===== config.mk =====
export PLATFORM = sky130hd
export DESIGN_NAME = mfv_parser
export DESIGN_NICKNAME = d
export VERILOG_FILES = /design/src/hw/rtl/market_feed_trade_vwap_accumulator_defines.svh /design/src/hw/rtl/mfv_pkg.sv /design/src/hw/rtl/mfv_parser.sv
export SDC_FILE = /design/constraint.sdc
export NUM_CORES = 1
export LEC_CHECK = 0
export BUFFER_PORTS_ARGS = -buffer_cell sky130_fd_sc_hd__buf_2
export CAP_MARGIN = 40
export CORE_AREA = 4 4 136 138
export DETAILED_ROUTE_END_ITERATION = 8
export DIE_AREA = 0 0 140 142
export GPL_TIMING_DRIVEN = 0
export HOLD_SLACK_MARGIN = 0.08
export PLACE_DENSITY = 0.89
export SETUP_SLACK_MARGIN = 0.15
export SYNTH_ARGS = -nofsm -noshare
export SYNTH_HDL_FRONTEND = slang
export SYNTH_SLANG_ARGS = --single-unit
export TNS_END_PERCENT = 5

===== constraint.sdc =====
create_clock -name clk -period 6.9 [get_ports clk]
set_input_delay 0.69 -clock clk [delete_from_list [all_inputs] [get_ports clk]]
set_output_delay 0.69 -clock clk [all_outputs]
set_load 0.05 [all_outputs]

===== src/hw/rtl/market_feed_trade_vwap_accumulator_defines.svh =====
// Assertion macros for the file that checks its own logic.
`ifndef MARKET_FEED_TRADE_VWAP_ACCUMULATOR_DEFINES_SVH
`define MARKET_FEED_TRADE_VWAP_ACCUMULATOR_DEFINES_SVH

// Consequent must hold in the same cycle as the antecedent.
`define MFV_ASSERT_NOW(lbl, ante, cons, msg) \
	lbl: assert property (@(posedge clk) disable iff (!arst_n) (ante) |-> (cons)) \
		else $error(msg);

// Consequent must hold in the cycle after the antecedent.
`define MFV_ASSERT_NEXT(lbl, ante, cons, msg) \
	lbl: assert property (@(posedge clk) disable iff (!arst_n) (ante) |=> (cons)) \
		else $error(msg);

`endif


===== src/hw/rtl/mfv_pkg.sv =====
package mfv_pkg;

	localparam int MAX_TICKERS_DEF = 256;
	localparam int HOURS_PER_DAY   = 24;

	localparam logic [47:0] NS_PER_HOUR = 48'd3600000000000;
	localparam logic [7:0]  TRADE_TYPE  = 8'h50;

	localparam logic [1:0] KIND_TRADE = 2'd0;
	localparam logic [1:0] KIND_READ  = 2'd1;
	localparam logic [1:0] KIND_ERROR = 2'd2;

	localparam logic [1:0] ERR_NONE    = 2'd0;
	localparam logic [1:0] ERR_UNKNOWN = 2'd1;
	localparam logic [1:0] ERR_LENGTH  = 2'd2;
	localparam logic [1:0] ERR_FULL    = 2'd3;

	// Parser event for the accepted beat.
	typedef struct packed {
		logic       err;
		logic [1:0] code;
		logic       trade;
	} mfv_evt_t;

	// Expected frame length per message type; zero marks an unknown type.
	function automatic logic [7:0] msg_len(input logic [7:0] t);
		logic [7:0] r;
		unique case (t)
			8'h53: r = 8'd12;
			8'h52: r = 8'd39;
			8'h48: r = 8'd25;
			8'h59: r = 8'd20;
			8'h4C: r = 8'd26;
			8'h56: r = 8'd35;
			8'h57: r = 8'd12;
			8'h4B: r = 8'd28;
			8'h4A: r = 8'd35;
			8'h68: r = 8'd1;
			8'h41: r = 8'd36;
			8'h46: r = 8'd40;
			8'h45: r = 8'd31;
			8'h43: r = 8'd36;
			8'h58: r = 8'd23;
			8'h44: r = 8'd19;
			8'h55: r = 8'd35;
			8'h50: r = 8'd44;
			8'h51: r = 8'd40;
			8'h42: r = 8'd19;
			8'h49: r = 8'd50;
			8'h4F: r = 8'd1;
			default: r = 8'd0;
		endcase
		return r;
	endfunction

endpackage


===== src/hw/rtl/mfv_parser.sv =====
module mfv_parser (
	input  logic              clk,
	input  logic              arst_n,
	input  logic              byte_valid,
	input  logic [7:0]        data_byte,
	output mfv_pkg::mfv_evt_t evt,
	output logic [47:0]       ts,
	output logic [31:0]       shares,
	output logic [63:0]       ticker,
	output logic [31:0]       price
);
	import mfv_pkg::*;

	typedef enum logic [1:0] {PH_LEN_HI, PH_LEN_LO, PH_TYPE, PH_BODY} phase_t;

	phase_t      phase_q;
	logic [15:0] len_q;
	logic [15:0] idx_q;
	logic [7:0]  kind_q;
	logic        halted_q;
	logic [47:0] ts_q;
	logic [31:0] shares_q;
	logic [63:0] ticker_q;
	logic [31:0] price_q;

	logic [7:0] want;
	logic       bad_type;
	logic       bad_len;
	logic       last;
	logic       live;

	assign want     = msg_len(data_byte);
	assign bad_type = (want == 8'd0);
	assign bad_len  = ({8'd0, want} != len_q);
	assign last     = (({1'b0, idx_q} + 17'd2) >= {1'b0, len_q});
	assign live     = byte_valid && !halted_q;

	always_comb begin
		evt = '0;
		if (live && phase_q == PH_TYPE) begin
			if (bad_type) begin
				evt.err  = 1'b1;
				evt.code = ERR_UNKNOWN;
			end else if (bad_len) begin
				evt.err  = 1'b1;
				evt.code = ERR_LENGTH;
			end
		end
		if (live && phase_q == PH_BODY && last && kind_q == TRADE_TYPE) begin
			evt.trade = 1'b1;
		end
	end

	always_ff @(posedge clk or negedge arst_n) begin
		if (!arst_n) begin
			phase_q  <= PH_LEN_HI;
			len_q    <= '0;
			idx_q    <= '0;
			kind_q   <= '0;
			halted_q <= 1'b0;
			ts_q     <= '0;
			shares_q <= '0;
			ticker_q <= '0;
			price_q  <= '0;
		end else if (live) begin
			unique case (phase_q)
				PH_LEN_HI: begin
					len_q   <= {data_byte, 8'h00};
					phase_q <= PH_LEN_LO;
				end
				PH_LEN_LO: begin
					len_q   <= {len_q[15:8], data_byte};
					phase_q <= PH_TYPE;
				end
				PH_TYPE: begin
					kind_q <= data_byte;
					if (bad_type || bad_len) begin
						halted_q <= 1'b1;
					end else begin
						idx_q   <= '0;
						phase_q <= (len_q > 16'd1) ? PH_BODY : PH_LEN_HI;
					end
				end
				PH_BODY: begin
					if (kind_q == TRADE_TYPE) begin
						if (idx_q >= 16'd4 && idx_q <= 16'd9) begin
							ts_q <= {ts_q[39:0], data_byte};
						end else if (idx_q >= 16'd19 && idx_q <= 16'd22) begin
							shares_q <= {shares_q[23:0], data_byte};
						end else if (idx_q >= 16'd23 && idx_q <= 16'd30) begin
							ticker_q <= {ticker_q[55:0], data_byte};
						end else if (idx_q >= 16'd31 && idx_q <= 16'd34) begin
							price_q <= {price_q[23:0], data_byte};
						end
					end
					idx_q <= idx_q + 16'd1;
					if (last) begin
						phase_q <= PH_LEN_HI;
					end
				end
				default: phase_q <= PH_LEN_HI;
			endcase
		end
	end

	assign ts     = ts_q;
	assign shares = shares_q;
	assign ticker = ticker_q;
	assign price  = price_q;
endmodule


After elaboration in Yosys (flattened, before gate mapping)
Cells that the tools add are included.
{"block": "word_totals", "register_bits": 219, "word_cells": 98}
{"block": "op_classes", "n_eq_ne": 29, "bitwise_logic": 4, "magnitude_cmp": 10, "n_reduce_logical": 31, "n_addsub": 2, "muxes": 12}
{"cell": "$eq 8x7->1 const B", "n": 23}
{"cell": "$pmux 6 s15", "n": 1}
{"cell": "$pmux 16 s2", "n": 2}
{"cell": "$ge 16x5->1 const B", "n": 3}
{"cell": "$le 16x5->1 const B", "n": 2}
{"cell": "$add 16x2->17 const B", "n": 1}
{"cell": "$ge 17x16->1", "n": 1}
{"cell": "$add 16x1->16 const B", "n": 1}
{"cell": "$ge 16x3->1 const B", "n": 1}
{"cell": "$gt 16x1->1 const B", "n": 1}
{"cell": "$le 16x4->1 const B", "n": 1}
{"cell": "$le 16x6->1 const B", "n": 1}
{"cell": "$mux 16", "n": 1}
{"cell": "$ne 8x16->1", "n": 1}
{"cell": "$reduce_and 3->1", "n": 4}
{"cell": "$reduce_or 2->1", "n": 5}
{"cell": "$logic_and 1x1->1", "n": 9}
{"cell": "$mux 3", "n": 3}
{"cell": "$logic_not 8->1", "n": 1}
{"cell": "$pmux 2 s4", "n": 1}
{"cell": "$reduce_and 7->1", "n": 1}
{"cell": "$mux 2", "n": 3}
{"cell": "$reduce_and 6->1", "n": 1}
{"cell": "$reduce_and 5->1", "n": 1}
{"cell": "other kinds (12)", "n": 19}

Logic depth before layout (Yosys ltp)
Gate-level depths: netlist (run 1).
{"block": "depth", "depth_word": 7, "mapped_depth": 14}

Worst setup path before layout (run 1)
OpenSTA, ideal clock, no wires.
{"block": "synth_timing", "path_type": "in2out", "from": "input data_byte[5]", "to": "output evt[2] (netlist bit)", "setup_slack_ns": 2.384, "n_path_buf": 1, "required_ns": 6.210, "stages": 6, "t_arrival_ns": 3.826, "path_cell_list": "buf_2 -> or3b_1 -> or4_1 -> o21ai_0 -> or3_1 -> nor4b_1"}
{"element": "start, declared", "line": "mfv_parser.sv:5", "text": "input logic [7:0] data_byte,"}
{"element": "end, declared", "line": "mfv_parser.sv:6", "text": "output mfv_pkg::mfv_evt_t evt,"}

==> reports/results.ini, run 1 <==
[status]
status=complete, no violations

[die]
die-area_um2=19900
die_h_um=142
row_count=48
design.core.area_um2=17200
pin_count=191
initial_core_util_pct=59.4
die_x_um=140

[timing]
max_freq_ghz=0.194
fin_crit_sh_pct=74.7
finalCriticalPeriod_ns=5.15
worstMarginPinSlew_ns=0.919
skew_ns=0.0147
setup_viol=0
max_slew_margin_pct=38.7
rsz0062_at_grt=no
setup-tns-final_ns=0
slew_violations=0
hold_viol=0

[drt]
wirelength_um=27700
dr.pass1.iters=5
drt_iter0_drc=599
ant_nets=0
vias=7676
drc=0
wire_per_inst_um=21.7
via_per_inst=6.01

[cts]
hold_buffers=0
root_buffer=clkbuf_16
cts_setup_buffers=0
cts_resized=0
clockBufferDepth=3
tritoncts=done
cts_num_sinks=219
clkLatencyLatePin_ns=0.50
numCtsBuffers=22
cts.clk_slew.worst_paths_ns=0.07
htree_levels=1

[yosys]
synthFlopType=dfrtp_1
synthMostInstantiatedCell=dfrtp_1
synth_top_area_share_pct=53.8
ys_seq_elements=219
synth_cells=823
yosysWarnings=0
synth_area_leaders=dfrtp_1 54%, mux2_2 14%, mux2_1 7.3%
yosys-top-cells-count=219 x dfrtp_1, 124 x mux2_2, 66 x mux2_1
syn_nets=856
ys_types=70
ys_seq_area_share_pct=53.8
syn_avg_cell_area_um2=12.4
yosysTopAreaCell=dfrtp_1
netlist_area_um2=10200
async_flop_share_pct=100
synth-edff-count=0

[finish]
drive_above_1_share_pct=37.3
diodes=0
area_delta_synth_final_pct=19.4
nNetsFinal=1070
utilization_pct=70.8

[setup_path]
r2r_end=phase_q[0]
rr_startpoint=idx_q[2]
setup.worst_path.end=evt[0]
cp-start-kind=flip-flop
ff2ff_setup_slack_ns=2.75
critPathLaunch=idx_q[2]
r2r_cells=14
cp.arrival_ns=4.46
crit_required_ns=6.21
critical_path.endpoint_type=primary output
crit_type=reg2out
cp_max_fo=7

[placed_design]
globalplace.congestion=0.952
hpwl_um=18700
portBuffers=189

[grt]
antenna_found_initial=0
grt_max_degree=126
grtUsageTotal_pct=27.9
first_global_vias=8039
grt_overflow=0
grt_pass1_wl_um=44600

[power]
p_leak_uw=0.00657
powerDensity_nw_per_um2=209
ir_worst_vdd_uv=169
totalPowerFinal_uw=2540

[flow_run]
cap_viol_max_count=0

[hold_path]
hold_class=in2async

-- how the worst min path moves through the flow --
stage,to,cells after the start,slack [ns],from
2_1_floorplan,halted_q,0,0.39,arst_n
3_3_place_gp,halted_q,2,0.46,halted_q
3_5_place_dp,ticker[63],1,0.48,ticker[63]
4_1_cts,price[26],1,0.33,arst_n
5_1_grt,price[20],1,0.37,arst_n
6_report,price[31],1,0.29,arst_n
-- cell type report --
| class | count | area, µm² |
|---|---|---|
| Buffer | 57 | 325 |
| Sequential cell | 219 | 5480 |
| Timing Repair Buffer | 190 | 983 |
| Clock inverter | 12 | 73.8 |
| Fill cell | 1111 | 5010 |
| Multi-Input combinational cell | 521 | 4290 |
| Clock buffer | 28 | 634 |
| Tap cell | 225 | 282 |
| Inverter | 26 | 97.6 |
-- worst max-delay path, cell delays in order (launching register included) --
cell and delay [ns]:
dfrtp_1 0.48, ha_1 0.32, nand2_1 0.20, nor4_1 0.78, and2_1 0.30, nand2_1 0.08
xnor2_1 0.16, ha_1 0.33, a21oi_1 0.16, o21ai_0 0.13, a2111oi_0 0.44, o211a_1 0.29
nor2_1 0.08, buf_2 0.21
-- metrics by stage --
stage / worst slack (ns) / cell area (µm²) / cells / hold slack, ns
detailed placement: 2.40 / 11500 / 1238 / 0.476
global placement: 1.53 / 11400 / 1237 / 0.460
finish: 1.75 / 12200 / 1278 / 0.286
CTS: 1.80 / 12200 / 1278 / 0.332
global route: 1.53 / 12200 / 1278 / 0.368
floorplan: 2.38 / 10200 / 823 / 0.394
-- power by group --
group | leakage [µW] | switching [µW] | internal (µW) | total, µW
sequential | 0.00298 | 2.77 | 1290 | 1290
clock | 0.000357 | 504 | 654 | 1160
combinational | 0.00323 | 70.1 | 25.3 | 95.4
-- sequential cells by signal, summed over array words and instances (netlist names) --
register  flops
kind_q        8
idx_q        16
ts           48
price        32
ticker       64
halted_q      1
phase_q       2
len_q        16
shares       32
-- layout by cell type, fill, tap and decap left out, types with 12 or more instances in the layout --
cell	instances
clkbuf_1	24
mux2_2	124
nand3_1	14
nor2_1	26
inv_1	24
mux2_1	66
o21ai_0	32
nor3_1	16
buf_2	205
a21oi_1	23
dfrtp_1	219
nand4_1	12
nand2_1	53
ha_1	22
clkbuf_16	23
-- logic make-up after synthesis --
group / Yosys count / synth area share [%]
flops: 219 / 53.8
mux: 193 / 21.3
simple gates: 181 / 9.67
compound gates: 111 / 7.24
buf+inv: 83 / 4.15
fa+ha+maj: 22 / 2.70
xor+xnor: 14 / 1.20
-- layer usage --
| metal | GRT usage (%) | part of all wire (%) | vias to the layer above |
|---|---|---|---|
| li1 | - | - | 3420 |
| met1 | 35.9 | 39 | 3775 |
| met2 | 47.3 | 49 | 396 |
| met3 | 4.87 | 7.6 | 85 |
| met4 | 11.4 | 4.0 | 0 |
| met5 | 0 | 0 | - |
No activity file was read; power rests on OpenSTA's default activity.
==> inputs of run 2 (changes only) <==
--- a/config.mk
+++ b/config.mk
@@ -7,12 +7,12 @@
 export LEC_CHECK = 0
 export BUFFER_PORTS_ARGS = -buffer_cell sky130_fd_sc_hd__buf_2
 export CAP_MARGIN = 40
-export CORE_AREA = 4 4 136 138
+export CORE_AREA = 4 4 140 142
 export DETAILED_ROUTE_END_ITERATION = 8
-export DIE_AREA = 0 0 140 142
+export DIE_AREA = 0 0 144 146
 export GPL_TIMING_DRIVEN = 0
 export HOLD_SLACK_MARGIN = 0.08
-export PLACE_DENSITY = 0.89
+export PLACE_DENSITY = 0.85
 export SETUP_SLACK_MARGIN = 0.15
 export SYNTH_ARGS = -nofsm -noshare
 export SYNTH_HDL_FRONTEND = slang
==> constraint.sdc (replaced) <==
create_clock -name clk -period 5 [get_ports clk]
set_input_delay 0.5 -clock clk [delete_from_list [all_inputs] [get_ports clk]]
set_output_delay 0.5 -clock clk [all_outputs]
set_load 0.05 [all_outputs]
==> run 2 against run 1 <==
Clock-buffer cell count rose by 3. Cell count rose by 1.0%. Largest cell class unchanged. Sequential power rose by 38%. Routed wire length fell by 8.8%. Critical path type unchanged. Die area rose by 5.8%.
==> reports/results.ini, run 2 (synthesized netlist as in run 1, its figures left out) <==
[placed_design]
dp_cells=1248  ; +0.81%
portBuffers=189  ; unchanged
globalplace.congestion=0.932  ; -2.1%
post-place-ws_ns=0.734  ; -1.66 ns
hpwl_um=17600  ; -6.2%

[drt]
wirelength_um=25300  ; -8.8%
vias=7554  ; -1.6%
wire_per_inst_um=19.6  ; -9.7%
dr.pass1.iters=5  ; unchanged
drc=0  ; unchanged
via_per_inst=5.85  ; -2.6%
ant_nets=0  ; unchanged
drt_iter0_drc=595  ; -0.67%

[cts]
clockBufferDepth=3  ; unchanged
root_buffer=clkbuf_16
cts_num_sinks=219  ; unchanged
htree_levels=1  ; unchanged
tritoncts=done
cts.clk_slew.worst_paths_ns=0.07  ; about the same
numCtsBuffers=23  ; +4.5%
cts_setup_buffers=0  ; unchanged
clkLatencyLatePin_ns=0.52  ; +0.02 ns

[setup_path]
worstSetupPathDepth=15  ; +2
rr_startpoint=idx_q[2]
crit_type=reg2out
crit_required_ns=4.50  ; -1.71 ns
ff2ff_setup_slack_ns=1.25  ; -1.50 ns
slowest_delay_ns=0.44  ; -0.34 ns
crit_buf_inv=2  ; +1
cp_max_fo=7  ; unchanged
critPathLaunch=idx_q[2]
r2r_end=phase_q[0]
critPathTopFamily=simple AND/OR/NAND/NOR gates
cpMostUsedCell=nand2_1
cp.arrival_ns=4.17  ; -0.29 ns
r2r_cells=15  ; +1
path_cells=ha_1 > nand2_1 > nor4_4 > clkdlybuf4s15_2 > and2_1 > nand2_1 > xnor2_1 > ha_1 > nand2_1 > nor3_2 > o31a_1 > a2111oi_1 > o211a_1 > nor2_1 > clkbuf_4
cp-start-kind=flip-flop
cp_slowest_cell=dfrtp_2
critical_path.endpoint_type=primary output
setup.worst_path.end=evt[0]

[die]
initial_core_util_pct=55.2  ; -4.1 points
pin_count=191  ; unchanged
die_h_um=146  ; +2.8%
row_count=50  ; +4.2%
design.core.area_um2=18500  ; +7.4%
die_x_um=144  ; +2.9%
die-area_um2=21000  ; +5.8%

[grt]
antenna_found_initial=0  ; unchanged
grt_pass1_wl_um=40400  ; -9.4%
grt_max_degree=116  ; -7.9%
grtUsageTotal_pct=23.7  ; -4.2 points
first_global_vias=7535  ; -6.3%
grt_overflow=0  ; unchanged

[flow_run]
cap_viol_max_count=0  ; unchanged

[finish]
final_cell_mix=218 x dfrtp_1, 204 x buf_2, 124 x mux2_2
largest_register_ff_count=64  ; unchanged
fill_cells=1310  ; +18%
drive_above_1_share_pct=37.3  ; -0.047 points
area_delta_synth_final_pct=20.5
final_cells=1291  ; +1.0%
nNetsFinal=1073  ; +0.28%
seq_area_um2=5480  ; about the same
diodes=0  ; unchanged
final_common_cell=dfrtp_1
multi_input_area_um2=4310  ; +0.50%

[power]
ir_worst_vdd_uv=235  ; +39%
powerDensity_nw_per_um2=297  ; +42%
totalPowerFinal_uw=3650  ; +43%
p_leak_uw=0.00660  ; +0.53%

[timing]
skew_ns=0.0205  ; +0.00584 ns
finalCriticalPeriod_ns=4.67
hold_viol=0  ; unchanged
slew_violations=0  ; unchanged
fin_crit_sh_pct=93.5
worstMarginPinSlew_ns=0.811  ; -0.109 ns
rsz0062_at_grt=no
max_freq_ghz=0.214
setup_ws_ns=0.327  ; -1.42 ns
setup_viol=0  ; unchanged
max_slew_margin_pct=46.0  ; +7.2 points

[status]
status=complete, no violations

[hold_path]
hold_class=in2reg

## run 2: routing by layer
metal  global-route usage (%)  share of wire [%]
met5                        0                  0
met4                     6.83                3.2
met3                     4.27                7.5
met2                     39.6                 49
met1                     31.6                 40
## run 2: what timing repair did
item                                    4_1_cts  5_1_grt
hold buffers                                  1        0
gates resized for setup                       0        6
endpoints found under the setup margin        0        1
endpoints found under the hold margin        23        0
## run 2: metrics by stage
stage,utilization (%),area (µm²),setup TNS (ns),hold WS (ns)
final,66.6,12300,0,0.395
after global routing,66.6,12300,0,0.419
after CTS,66.4,12300,0,0.383
after detailed placement,62.2,11500,0,0.475
after global placement,62.0,11400,-43.12,0.461
after floorplan,-,10200,0,0.204
## run 2: worst min-delay path by stage
stage / slack (ns) / cells after the start / end / startpoint
floorplan: 0.20 / 0 / halted_q / arst_n
global placement: 0.46 / 2 / halted_q / halted_q
detailed placement: 0.48 / 1 / ticker[62] / ticker[62]
CTS: 0.38 / 3 / len_q[13] / data_byte[5]
global route: 0.42 / 3 / len_q[13] / data_byte[5]
finish: 0.40 / 3 / len_q[13] / data_byte[5]
## run 2: power by group
group          leakage (µW)  internal (µW)  total (µW)  switching [µW]
logic               0.00325           35.3         131            95.3
clock network      0.000368           1040        1740             700
registers           0.00298           1780        1780            3.66
## run 2: final cells by class
type / instances / area share, %
repair buffers: 192 / 8.20
clock inverters: 11 / 1.18
clock buffers: 31 / 5.09
multi-input cells: 521 / 35.1
flip-flops and latches: 219 / 44.6
plain buffers: 57 / 2.65
inverters: 26 / 0.794
well taps: 234 / 2.38
## run 2: worst register-to-register path: cells and delay by family (launching register included)
| family | cells | cell delay (ns) |
|---|---|---|
| AO/OA/AOI/OAI | 5 | 0.89 |
| flip-flops | 1 | 0.44 |
| XOR/XNOR | 1 | 0.17 |
| buffers and inverters | 1 | 0.30 |
| adder cells (fa/ha/maj) | 2 | 0.59 |
| AND/OR/NAND/NOR | 6 | 1.23 |
