`config.mk`:
```
export PLATFORM = sky130hd
export DESIGN_NAME = mfv_hour
export DESIGN_NICKNAME = d
export VERILOG_FILES = /design/src/hw/rtl/market_feed_trade_vwap_accumulator_defines.svh /design/src/hw/rtl/mfv_hour.sv
export SDC_FILE = /design/constraint.sdc
export NUM_CORES = 1
export LEC_CHECK = 0
export CORE_MARGIN = 10
export CORE_UTILIZATION = 30
export CTS_CLUSTER_DIAMETER = 150
export DETAILED_ROUTE_END_ITERATION = 16
export DONT_BUFFER_PORTS = 1
export SYNTH_ARGS = -nofsm -noshare
export SYNTH_HDL_FRONTEND = slang
export SYNTH_SLANG_ARGS = --single-unit
```
`constraint.sdc`:
```
create_clock -name clk -period 10 [get_ports clk]
set_input_delay 0.5 -clock clk [delete_from_list [all_inputs] [get_ports clk]]
set_output_delay 0.5 -clock clk [all_outputs]
set_load 0.005 [all_outputs]
```
`src/hw/rtl/market_feed_trade_vwap_accumulator_defines.svh`:
```
// Assertion macros for the file that checks its own logic.
`ifndef MARKET_FEED_TRADE_VWAP_ACCUMULATOR_DEFINES_SVH
`define MARKET_FEED_TRADE_VWAP_ACCUMULATOR_DEFINES_SVH

// Consequent must hold in the same cycle as the antecedent.
`define MFV_ASSERT_NOW(lbl, ante, cons, msg) \
	lbl: assert property (@(posedge clk) disable iff (!arst_n) (ante) |-> (cons)) \
		else $error(msg);

// Consequent must hold in the cycle after the antecedent.
`define MFV_ASSERT_NEXT(lbl, ante, cons, msg) \
	lbl: assert property (@(posedge clk) disable iff (!arst_n) (ante) |=> (cons)) \
		else $error(msg);

`endif

```
`src/hw/rtl/mfv_hour.sv`:
```
module mfv_hour (
	input  logic        clk,
	input  logic        arst_n,
	input  logic        start,
	input  logic [47:0] ts,
	output logic        busy,
	output logic [4:0]  hour
);
	// The hour length is 2^13 * 439453125 ns, so the quotient comes from ts[47:13].
	// A reciprocal product on the top 20 bits gives an estimate that is exact or one low.
	// One compare and subtract settles it, and the hour is valid once busy falls again.
	localparam logic [28:0] HOUR_ODD = 29'd439453125;
	localparam logic [10:0] RECIP    = 11'd1250;

	logic [34:0] ts_q;
	logic [6:0]  est_q;
	logic [6:0]  quo_q;
	logic        step_q;
	logic        busy_q;

	logic [30:0] prod;
	logic [34:0] back;
	logic [34:0] rem;
	logic        over;
	logic [6:0]  hr;

	assign prod = 31'(ts_q[34:15]) * 31'(RECIP);
	assign back = 35'(est_q) * 35'(HOUR_ODD);
	assign rem  = ts_q - back;
	assign over = (rem >= 35'(HOUR_ODD));

	always_ff @(posedge clk or negedge arst_n) begin
		if (!arst_n) begin
			busy_q <= 1'b0;
			step_q <= 1'b0;
			ts_q   <= '0;
			est_q  <= '0;
			quo_q  <= '0;
		end else if (start) begin
			busy_q <= 1'b1;
			step_q <= 1'b1;
			ts_q   <= ts[47:13];
		end else if (busy_q) begin
			if (step_q) begin
				est_q  <= prod[30:24];
				step_q <= 1'b0;
			end else begin
				quo_q  <= est_q + 7'(over);
				busy_q <= 1'b0;
			end
		end
	end

	always_comb begin
		if (quo_q >= 7'd72) begin
			hr = quo_q - 7'd72;
		end else if (quo_q >= 7'd48) begin
			hr = quo_q - 7'd48;
		end else if (quo_q >= 7'd24) begin
			hr = quo_q - 7'd24;
		end else begin
			hr = quo_q;
		end
	end

	assign busy = busy_q;
	assign hour = hr[4:0];
endmodule

```
Word-level counts from Yosys, hierarchy flattened:

Index checks and enable logic that the tools add are counted.

* add/subtract/negate cells: 5
* multiply operators: 2
* order comparisons: 4
* muxes and demuxes: 8
* bitwise logic cells: 2
* reduce and logical (&&, ||, !) cells: 3

Operators by type and width (number)
* 35-bit by 29-bit greater-or-equal comparator with 1-bit output (second input constant): 1
* 7-bit by 29-bit multiplier with 35-bit output (second input constant): 1
* 35-bit subtractor: 1
* 20-bit by 10-bit multiplier with 30-bit output (second input constant): 1
* 5-bit 2-to-1 mux: 3
* 5-bit subtractor (second input constant): 2
* 7-bit by 1-bit adder with 7-bit output: 1
* 7-bit by 5-bit greater-or-equal comparator with 1-bit output (second input constant): 1
* 7-bit by 6-bit greater-or-equal comparator with 1-bit output (second input constant): 1
* 7-bit greater-or-equal comparator (second input constant): 1
* 3-bit AND reduction: 2
* 1-bit 2-to-1 mux: 5
* 5-bit by 4-bit subtractor with 5-bit output (second input constant): 1
* 1-bit NOT: 2
* 2-bit nonzero test: 1

* flip-flop bits (word level): 51
* input port bits: 51
* output and inout port bits: 6
* logic and storage cells: 29

Longest topological paths before layout:

Gate-level depths: netlist of the first run.

* word-level depth: 4
* mapped depth: 25
* gate-level depth less buffers: 24

Worst setup path after synthesis of the first run:

OpenSTA, ideal clock, no wires.

* path kind: flip-flop to flip-flop
* start point: register est_q[5]
* end point: register quo_q[0]
* arrival time: 5823 ps
* required time: 9875 ps
* path slack: 4052 ps
* cell stages (with the launch flop): 23
* buffers on the path: 1
* period minus slack after synthesis: 5948 ps
* cell sequence: dfrtp_1 > inv_1 > fa_1 > fa_1 > inv_1 > fa_1 > inv_1 > fa_1 > inv_1 > ha_1 > clkbuf_2 > and3_1 > and3_1 > nand3_1 > o211ai_4 > a31o_1 > a31o_4 > a41o_1 > a21oi_2 > xnor2_1 > or4_1 > ha_1 > mux2_2

* longest elaborated chain between the ends: 4

RTL lines
* start: declaration: RTL line mfv_hour.sv:16 `logic [6:0] est_q;`
* start signal: assignment: RTL line mfv_hour.sv:45 `est_q <= prod[30:24];`
* 7-bit by 29-bit multiplier with 35-bit output: RTL line mfv_hour.sv:28 `assign back = 35'(est_q) * 35'(HOUR_ODD);`
* 35-bit subtractor: RTL line mfv_hour.sv:29 `assign rem = ts_q - back;`
* 35-bit by 29-bit greater-or-equal comparator with 1-bit output: RTL line mfv_hour.sv:30 `assign over = (rem >= 35'(HOUR_ODD));`
* 7-bit by 1-bit adder with 7-bit output: RTL line mfv_hour.sv:48 `quo_q <= est_q + 7'(over);`
* end signal: assignment: RTL line mfv_hour.sv:48
* end: declaration: RTL line mfv_hour.sv:17 `logic [6:0] quo_q;`

No other way between the ends.
A chain may end at the register's enable or synchronous reset.

Worst setup path in the final report of the first run:

* start point: register est_q[5]
* end point: register quo_q[6]

* longest elaborated chain between the ends: 4

RTL lines (RTL line)
* 7-bit by 29-bit multiplier with 35-bit output: mfv_hour.sv:28
* 35-bit subtractor: mfv_hour.sv:29
* 35-bit by 29-bit greater-or-equal comparator with 1-bit output: mfv_hour.sv:30
* 7-bit by 1-bit adder with 7-bit output *: mfv_hour.sv:48

Every way passes the cells marked *; elsewhere a longest branch is shown, timed or not.

==> flow_summary.json, run 1 <==
{
  "start_kind": "flip-flop",
  "ys_ff_latch": 51,
  "synth_largest_area_cell": "ha_1",
  "grt_pass1_vias": 7062,
  "synth.most_common_cell": "inv_1",
  "path_delay_family": "adder cells",
  "required_ps": 10190,
  "n_antenna_cell": 0,
  "place_hpwl_mm": 18.1,
  "yosys.area.top_type_share": 0.246,
  "num_rows": 64,
  "ant_nets": 0,
  "clock_skew_ps": 4.88,
  "cts.repair.resized": 0,
  "netlist_top_cells_area": "ha_1, fa_1, dfrtp_1",
  "dieArea_um2": 39100,
  "synth_common_cells": "inv_1, ha_1, fa_1, nand2_1, o21ai_0",
  "ys_types": 76,
  "rsz0062_at_grt": "false",
  "critPathBufInv": 4,
  "nNetsFinal": 1407,
  "clock_latency_ps": 300,
  "area_delta_synth_final_pct": 6.15,
  "wirelength_mm": 20.8,
  "crit_path_max_incr_delay_ps": 540,
  "outcome": "completed",
  "dp.cells": 1460,
  "maxSlewViolCount": 0,
  "vias": 6816,
  "cp-end-kind": "flip-flop",
  "path_clk_slew_ps": 70,
  "period_needed_ps": 6540,
  "nFillCells": 3229,
  "die_w_um": 198,
  "numCtsBuffers": 5,
  "hold_class": "input port to asynchronous set/reset pin",
  "fin_tns_setup_ps": 0,
  "postCtsSetupRepairBufs": 0,
  "worst_hold_slack_ps": 32.8,
  "gp_congestion": 0.878,
  "yosys_warnings": 0,
  "instances_no_fill": 1469,
  "drt_iter0_drc": 209,
  "finalCritPeriodShare": 0.654,
  "cap_viol_max_count": 0,
  "postSynthCellCount": 1088,
  "cp_slowest_cell": "dfrtp_1",
  "portBuffers": 0,
  "grt-ovfl-total": 0,
  "viasPerCell": 4.64,
  "start_util": 0.307,
  "timing_hold_violations_final": 0,
  "cts-root-buf": "clkbuf_16",
  "syn-mean-instance-area_um2": 8.70,
  "yosysSeqAreaShare": 0.135,
  "cp_cell_sequence": "inv_1 -> fa_1 -> fa_1 -> inv_1 -> fa_1 -> inv_1 -> fa_1 -> inv_1 -> ha_1 -> and3_1 -> and3_1 -> nand3_1 -> o211ai_4 -> o2bb2ai_1 -> a21boi_1 -> xnor2_1 -> o41ai_1 -> a221oi_1 -> or4_1 -> ha_1 -> nand4_1 -> xnor2_1 -> a21oi_1",
  "post-place-ws_ps": 3480,
  "drc": 0,
  "clockBufferDepth": 2,
  "core-area_um2": 30800,
  "htree_levels": 2,
  "synthesis.nets": 1423,
  "antenna_found_initial": 0,
  "grt_max_degree": 74,
  "grt_pass1_wl_mm": 35.8,
  "wl_per_cell_um": 14.1,
  "synth_edf_count": 0,
  "crit_path_max_fanout": 8,
  "critPathKind": "flip-flop to flip-flop",
  "die_height_um": 198,
  "max_freq_ghz": 0.153,
  "synthesis.area_um2": 9460,
  "setup_viol": 0,
  "critPathArrivalTime_ps": 6730,
  "async_reset_ff_frac": 1.00,
  "setup_slack_ps": 3460,
  "clkSinkCount": 51,
  "worst_slew_pin_slew_ps": 842,
  "ios": 57,
  "cts_tree": "built",
  "dr.pass1.iters": 5,
  "ys.flop_type": "dfrtp_1",
  "drive_gt1_frac": 0.0308,
  "slew_headroom": 0.439,
  "grt.total_usage": 0.112
}
## logic make-up (layout without fill, tap and decap cells)
| family | count (synthesis) | in the layout | share of synthesized area |
|---|---|---|---|
| AO/OA/AOI/OAI | 199 | 199 | 0.140 |
| XOR/XNOR | 40 | 40 | 0.0370 |
| adder cells (fa/ha/maj) | 284 | 284 | 0.453 |
| buffers and inverters | 323 | 308 | 0.131 |
| flip-flops | 51 | 51 | 0.135 |
| multiplexers | 5 | 5 | 0.00568 |
| AND/OR/NAND/NOR | 186 | 186 | 0.0985 |
## path summary, 6_finish.rpt
| path | start | end | slack, ps | cells after the start |
|---|---|---|---|---|
| setup reg to reg | est_q[5]$_DFFE_PN0P_ | quo_q[6]$_DFFE_PN0P_ | 3460 | 23 |
| min in group clk | start | ts_q[2]$_DFFE_PN0P_ | 300 | 1 |
| setup / recovery | est_q[5]$_DFFE_PN0P_ | quo_q[6]$_DFFE_PN0P_ | 3460 | 23 |
| hold / removal | arst_n | ts_q[0]$_DFFE_PN0P_ | 30 | 1 |
| hold reg to reg | step_q$_DFFE_PN0P_ | busy$_DFF_PN0_ | 540 | 1 |
| max in group asynchronous | arst_n | quo_q[3]$_DFFE_PN0P_ | 9700 | 1 |
## registers in the layout, summed over array words and instances, names as in the netlist
name,count
busy,1
est_q,7
step_q,1
quo_q,7
ts_q,35
## metrics by stage
stage | cell area [µm²] | utilization
4_1_cts | 10000 | 0.326
5_1_grt | 10000 | 0.326
3_3_place_gp | 9850 | 0.319
3_5_place_dp | 9850 | 0.319
6_report | 10000 | 0.326
2_1_floorplan | 9460 | -
## worst register-to-register path: stages (launching register included)
cell	delay, ps
dfrtp_1	540
inv_1	280
fa_1	540
fa_1	510
inv_1	60
fa_1	530
inv_1	50
fa_1	520
inv_1	40
ha_1	430
and3_1	280
and3_1	170
nand3_1	140
o211ai_4	160
o2bb2ai_1	150
a21boi_1	90
xnor2_1	130
o41ai_1	470
a221oi_1	200
or4_1	540
ha_1	260
nand4_1	110
xnor2_1	140
a21oi_1	90
## area by class of cell
type | count | area (µm²) | share of cell area
Multi-Input combinational cell | 714 | 6950 | 0.692
Clock inverter | 3 | 46.3 | 0.00461
Sequential cell | 51 | 1280 | 0.127
Timing Repair Buffer | 2 | 35.0 | 0.00349
Clock buffer | 5 | 125 | 0.0125
Inverter | 298 | 1120 | 0.111
Tap cell | 396 | 495 | 0.0493
## layer usage
metal,track usage,vias to the layer above,share of wire
met2,0.193,67,0.48
li1,-,3480,-
met5,0,-,0
met1,0.147,3255,0.49
met3,0.00852,14,0.020
met4,0.0276,0,0.015
## placed cells by master (no fill, tap or decap), types with 3 or more instances in the layout
cell and n:
nand3_1 20, o211ai_1 4, and3_1 8, a41o_1 3
or4_1 3, nand3b_1 6, nand2_1 80, ha_1 186
nor3_1 9, o21a_1 4, a21oi_1 45, and2_1 3
a311o_1 3, xnor2_1 27, o221ai_1 3, o21ai_1 5
a211oi_1 8, a31oi_1 9, nand2b_1 3, and4_1 3
a21o_1 15, xor2_1 13, o21bai_1 4, nor2b_1 6
fa_1 98, inv_1 298, o21ai_0 62, clkbuf_16 5
nor2_1 24, a21oi_2 4, nand4_1 5, mux2_2 3
dfrtp_1 51, or3_1 4
## what timing repair did
action / in CTS / in global routing
endpoints found under the setup margin: 0 / 0
hold endpoints to repair: 51 / 0
hold buffers: 1 / 0
Power of run 1 is left out: the tool's default activity adds up to more than one toggle a clock period on the data nets, which glitch-free logic cannot reach.
==> run 2, diff against run 1 <==
clock period = 5.68 ns   (was 10 ns; I/O delays follow)
==> run 2 against run 1 <==
Critical path depth down 2. Final area up 6.3%. Setup slack worse by 3500 ps. Clock skew up 0.76 ps. Non-clock buffer count up 63.
==> flow_summary.json, run 2 (synthesis gave the netlist of run 1 again) <==
{
  "start_kind": "flip-flop",
  "setup_viol": 0,
  "worst_slew_pin_slew_ps": 546,
  "outcome": "completed",
  "vias": 7096,
  "hold_class": "input port to flip-flop",
  "place_hpwl_mm": 19.1,
  "drt_iter0_drc": 276,
  "worst_hold_slack_ps": 82.3,
  "grt-ovfl-total": 0,
  "grt_pass1_wl_mm": 36.8,
  "antenna_found_initial": 0,
  "dr.pass1.iters": 5,
  "clockBufferDepth": 2,
  "num_rows": 64,
  "grt.total_usage": 0.115,
  "cts-root-buf": "clkbuf_16",
  "cap_viol_max_count": 0,
  "critPathKind": "flip-flop to flip-flop",
  "instances_no_fill": 1532,
  "r2r_slack_ps": 2,
  "period_needed_ps": 5680,
  "wl_per_cell_um": 14.1,
  "utilization": 0.346,
  "max_freq_ghz": 0.176,
  "clkSinkCount": 51,
  "gp_congestion": 0.863,
  "portBuffers": 0,
  "drive_gt1_frac": 0.109,
  "cp-end-kind": "flip-flop",
  "start_util": 0.307,
  "grt_pass1_vias": 7188,
  "final_area_um2": 10700,
  "crit_path_max_fanout": 5,
  "regArea_um2": 1280,
  "final_common_cell": "inv_1",
  "required_ps": 5860,
  "dieArea_um2": 39100,
  "multiInputGateArea_um2": 7110,
  "layout_common_cells": "inv_1, ha_1, fa_1",
  "rsz0062_at_grt": "true",
  "largest_reg_flops": 35,
  "critPathArrivalTime_ps": 5860,
  "numCtsBuffers": 5,
  "grt_max_degree": 74,
  "top_register": "ts_q",
  "reg_top3": "ts_q (35), est_q (7), quo_q (7)",
  "core-area_um2": 30800,
  "ant_nets": 0,
  "n_antenna_cell": 0,
  "placed_area_um2": 10300,
  "clock_latency_ps": 290,
  "path_clk_slew_ps": 70,
  "die_w_um": 198,
  "viasPerCell": 4.63,
  "slew_headroom": 0.626,
  "die_height_um": 198,
  "ios": 57,
  "cts_tree": "built",
  "dp.cells": 1519,
  "nNetsFinal": 1470,
  "htree_levels": 2,
  "clock_skew_ps": 5.63,
  "nFillCells": 3169,
  "timing_hold_violations_final": 0,
  "finalCritPeriodShare": 1.00,
  "wirelength_mm": 21.6,
  "maxSlewViolCount": 0,
  "drc": 0,
  "area_delta_synth_final_pct": 12.8
}
[run 2: routing by layer]
layer | vias to the layer above | track usage | routed length, µm | part of all wire
li1 | 3603 | - | - | -
met1 | 3394 | 0.153 | 10300 | 0.48
met3 | 12 | 0.00528 | 399 | 0.018
met4 | 0 | 0.0216 | 272 | 0.013
met5 | - | 0 | 0 | 0
met2 | 87 | 0.202 | 10600 | 0.49
[run 2: repair_timing]
item	4_1_cts	5_1_grt
pin swaps	10	7
setup buffers	3	1
resized for setup	15	15
endpoints found under the setup margin	7	7
hold buffers	2	0
endpoints found under the hold margin	51	0
[run 2: worst max-delay path, stage by stage, from the launching register on]
cell and delay (ps):
dfrtp_2 380, inv_4 40, fa_1 490, fa_1 500
inv_1 50, fa_1 490, inv_2 50, fa_1 550
inv_2 50, ha_4 220, and3_4 200, a221oi_4 320
o211ai_4 140, buf_6 140, a31o_1 190, a31o_4 250
a41o_1 220, a21oi_2 140, xnor2_1 80, or4_4 590
ha_4 250, mux2_2 250
[run 2: worst paths after layout]
path	from	endpoint	cells past startpoint
min in group asynchronous	arst_n	ts_q[0]$_DFFE_PN0P_	2
setup / recovery	est_q[5]$_DFFE_PN0P_	quo_q[0]$_DFFE_PN0P_	21
hold reg to reg	step_q$_DFFE_PN0P_	busy$_DFF_PN0_	1
hold / removal	start	ts_q[1]$_DFFE_PN0P_	1
max in group asynchronous	arst_n	est_q[4]$_DFFE_PN0P_	2
setup reg to reg	est_q[5]$_DFFE_PN0P_	quo_q[0]$_DFFE_PN0P_	21
[run 2: cell type report]
cell class / instances / area share
Multi-Input combinational cell: 714 / 0.666
Sequential cell: 51 / 0.120
Inverter: 298 / 0.105
Timing Repair Buffer: 65 / 0.0482
Tap cell: 396 / 0.0464
Clock buffer: 6 / 0.0130
Clock inverter: 2 / 0.00152
[run 2: through the flow]
stage	setup slack (ps)	setup TNS (ps)
6_report	1.70	0
4_1_cts	-15.1	-20.2
3_3_place_gp	-188	-1030
5_1_grt	-234	-1390
2_1_floorplan	31.4	0
3_5_place_dp	-272	-1500
Power of run 2 is left out for the same reason.
==> run 3, diff against run 2 <==
CORE_UTILIZATION = 33   (was 30)
==> run 3 against run 2 <==
The flow now finishes with violations (setup timing). Clock skew up 6.8 ps. Count of clock-buffer cells in the layout down 1. Critical path depth up 1. Maximum frequency down 1.1%. Register-to-register slack worse by 60 ps. Critical endpoint is now quo_q[6]$_DFFE_PN0P_. Highest routed layer unchanged.
==> flow_summary.json, run 3 (synthesis gave the netlist of run 1 again) <==
{
  "r2r_slack_ps": -60,
  "largest_reg_flops": 35,
  "layout_common_cells": "inv_1, ha_1, fa_1",
  "numCtsBuffers": 5,
  "antenna_found_initial": 0,
  "max_freq_ghz": 0.174,
  "htree_levels": 2,
  "drt_iter0_drc": 301,
  "die_w_um": 189,
  "required_ps": 5880,
  "whs_path_depth": 1,
  "cp_cell_sequence": "fa_1 -> fa_1 -> inv_2 -> fa_1 -> inv_2 -> fa_1 -> inv_2 -> ha_4 -> a21oi_4 -> inv_2 -> a221oi_4 -> o211ai_4 -> or4_1 -> a32o_1 -> a41oi_2 -> o41ai_1 -> a221oi_1 -> or4_4 -> ha_4 -> nand4_1 -> xnor2_1 -> a21oi_1",
  "r2r_start": "est_q[4]$_DFFE_PN0P_",
  "critPathArrivalTime_ps": 5950,
  "crit_path_max_incr_delay_ps": 560,
  "grt_max_degree": 74,
  "nFillCells": 2854,
  "path_clk_slew_ps": 90,
  "ios": 57,
  "top_register": "ts_q",
  "finalCritPeriodShare": 1.01,
  "viasPerCell": 4.76,
  "reg_top3": "ts_q (35), est_q (7), quo_q (7)",
  "clockBufferDepth": 2,
  "dieArea_um2": 35900,
  "n_antenna_cell": 0,
  "cts-root-buf": "clkbuf_16",
  "drc": 0,
  "hold_class": "input port to flip-flop",
  "final_common_cell": "inv_1",
  "num_rows": 61,
  "gp_congestion": 0.871,
  "die_height_um": 189,
  "portBuffers": 0,
  "clkSinkCount": 51,
  "slew_headroom": 0.584,
  "regToRegEndpoint": "quo_q[6]$_DFFE_PN0P_",
  "setup_viol": 6,
  "start_kind": "flip-flop",
  "clock_latency_ps": 310,
  "violations": "setup timing",
  "critPathBufInv": 4,
  "clock_skew_ps": 12.4,
  "cap_viol_max_count": 0,
  "start_util": 0.338,
  "cp_slowest_cell": "fa_1",
  "critPathKind": "flip-flop to flip-flop",
  "grt_pass1_vias": 7416,
  "worst_slew_pin_slew_ps": 608,
  "cts_tree": "built",
  "drive_gt1_frac": 0.109,
  "outcome": "finished with violations",
  "timing_hold_violations_final": 0,
  "fin_tns_setup_ps": -245,
  "r2r_cells": 22,
  "wl_per_cell_um": 15.1,
  "dr.pass1.iters": 4,
  "wirelength_mm": 22.9,
  "path_delay_family": "adder cells",
  "nNetsFinal": 1475,
  "vias": 7224,
  "core-area_um2": 28000,
  "maxSlewViolCount": 0,
  "grt.total_usage": 0.132,
  "hp-start": "start",
  "grt_pass1_wl_mm": 38.3,
  "period_needed_ps": 5740,
  "grt-ovfl-total": 0,
  "crit_path_max_fanout": 5,
  "cp-end-kind": "flip-flop",
  "rsz0062_at_grt": "true",
  "ant_nets": 0,
  "setup_slack_ps": -63.0,
  "place_hpwl_mm": 19.3,
  "holdPathEnd": "ts_q[31]$_DFFE_PN0P_",
  "area_delta_synth_final_pct": 12.6
}
run 3: how the worst max path moves through the flow:
stage,startpoint,to,slack [ps],cells after the start
final,est_q[4]$_DFFE_PN0P_,quo_q[6]$_DFFE_PN0P_,-60,22
after global routing,est_q[4]$_DFFE_PN0P_,quo_q[4]$_DFFE_PN0P_,-290,23
after CTS,est_q[4]$_DFFE_PN0P_,quo_q[4]$_DFFE_PN0P_,6,23
after detailed placement,est_q[4]$_DFFE_PN0P_,quo_q[4]$_DFFE_PN0P_,-160,23
after global placement,est_q[4]$_DFFE_PN0P_,quo_q[4]$_DFFE_PN0P_,-80,23
after floorplan,est_q[5]$_DFFE_PN0P_,quo_q[0]$_DFFE_PN0P_,30,21
run 3: layout make-up:
cell class | count | area [µm²] | area share
Clock buffer | 5 | 125 | 0.0117
Clock inverter | 3 | 23.8 | 0.00223
Inverter | 298 | 1120 | 0.105
Multi-Input combinational cell | 714 | 7070 | 0.663
Sequential cell | 51 | 1280 | 0.120
Tap cell | 378 | 473 | 0.0444
Timing Repair Buffer | 70 | 564 | 0.0530
run 3: metal layers:
layer  vias to the layer above  wire, µm  GRT usage
li1                       3617         -          -
met1                      3496     11200      0.177
met2                        93     10700      0.221
met3                        18       755     0.0224
met4                         0       226     0.0201
met5                         -         0          0
run 3: stage by stage:
step	util	setup WS (ps)	instances	cell area [µm²]	hold slack, ps
after floorplan	-	31.4	1088	9500	-11.6
after global placement	0.369	-82.3	1504	10300	-8.08
after detailed placement	0.369	-161	1504	10300	-8.75
after CTS	0.378	5.83	1516	10600	48.6
after global routing	0.380	-291	1519	10700	55.7
final	0.380	-63.0	1519	10700	50.6
run 3: what timing repair did:
action,CTS,global route
resized for setup,9,14
endpoints found under the hold margin,51,0
setup buffers,2,3
hold buffers,2,0
pin swaps,5,20
endpoints found under the setup margin,7,7
Power of run 3 is left out for the same reason.
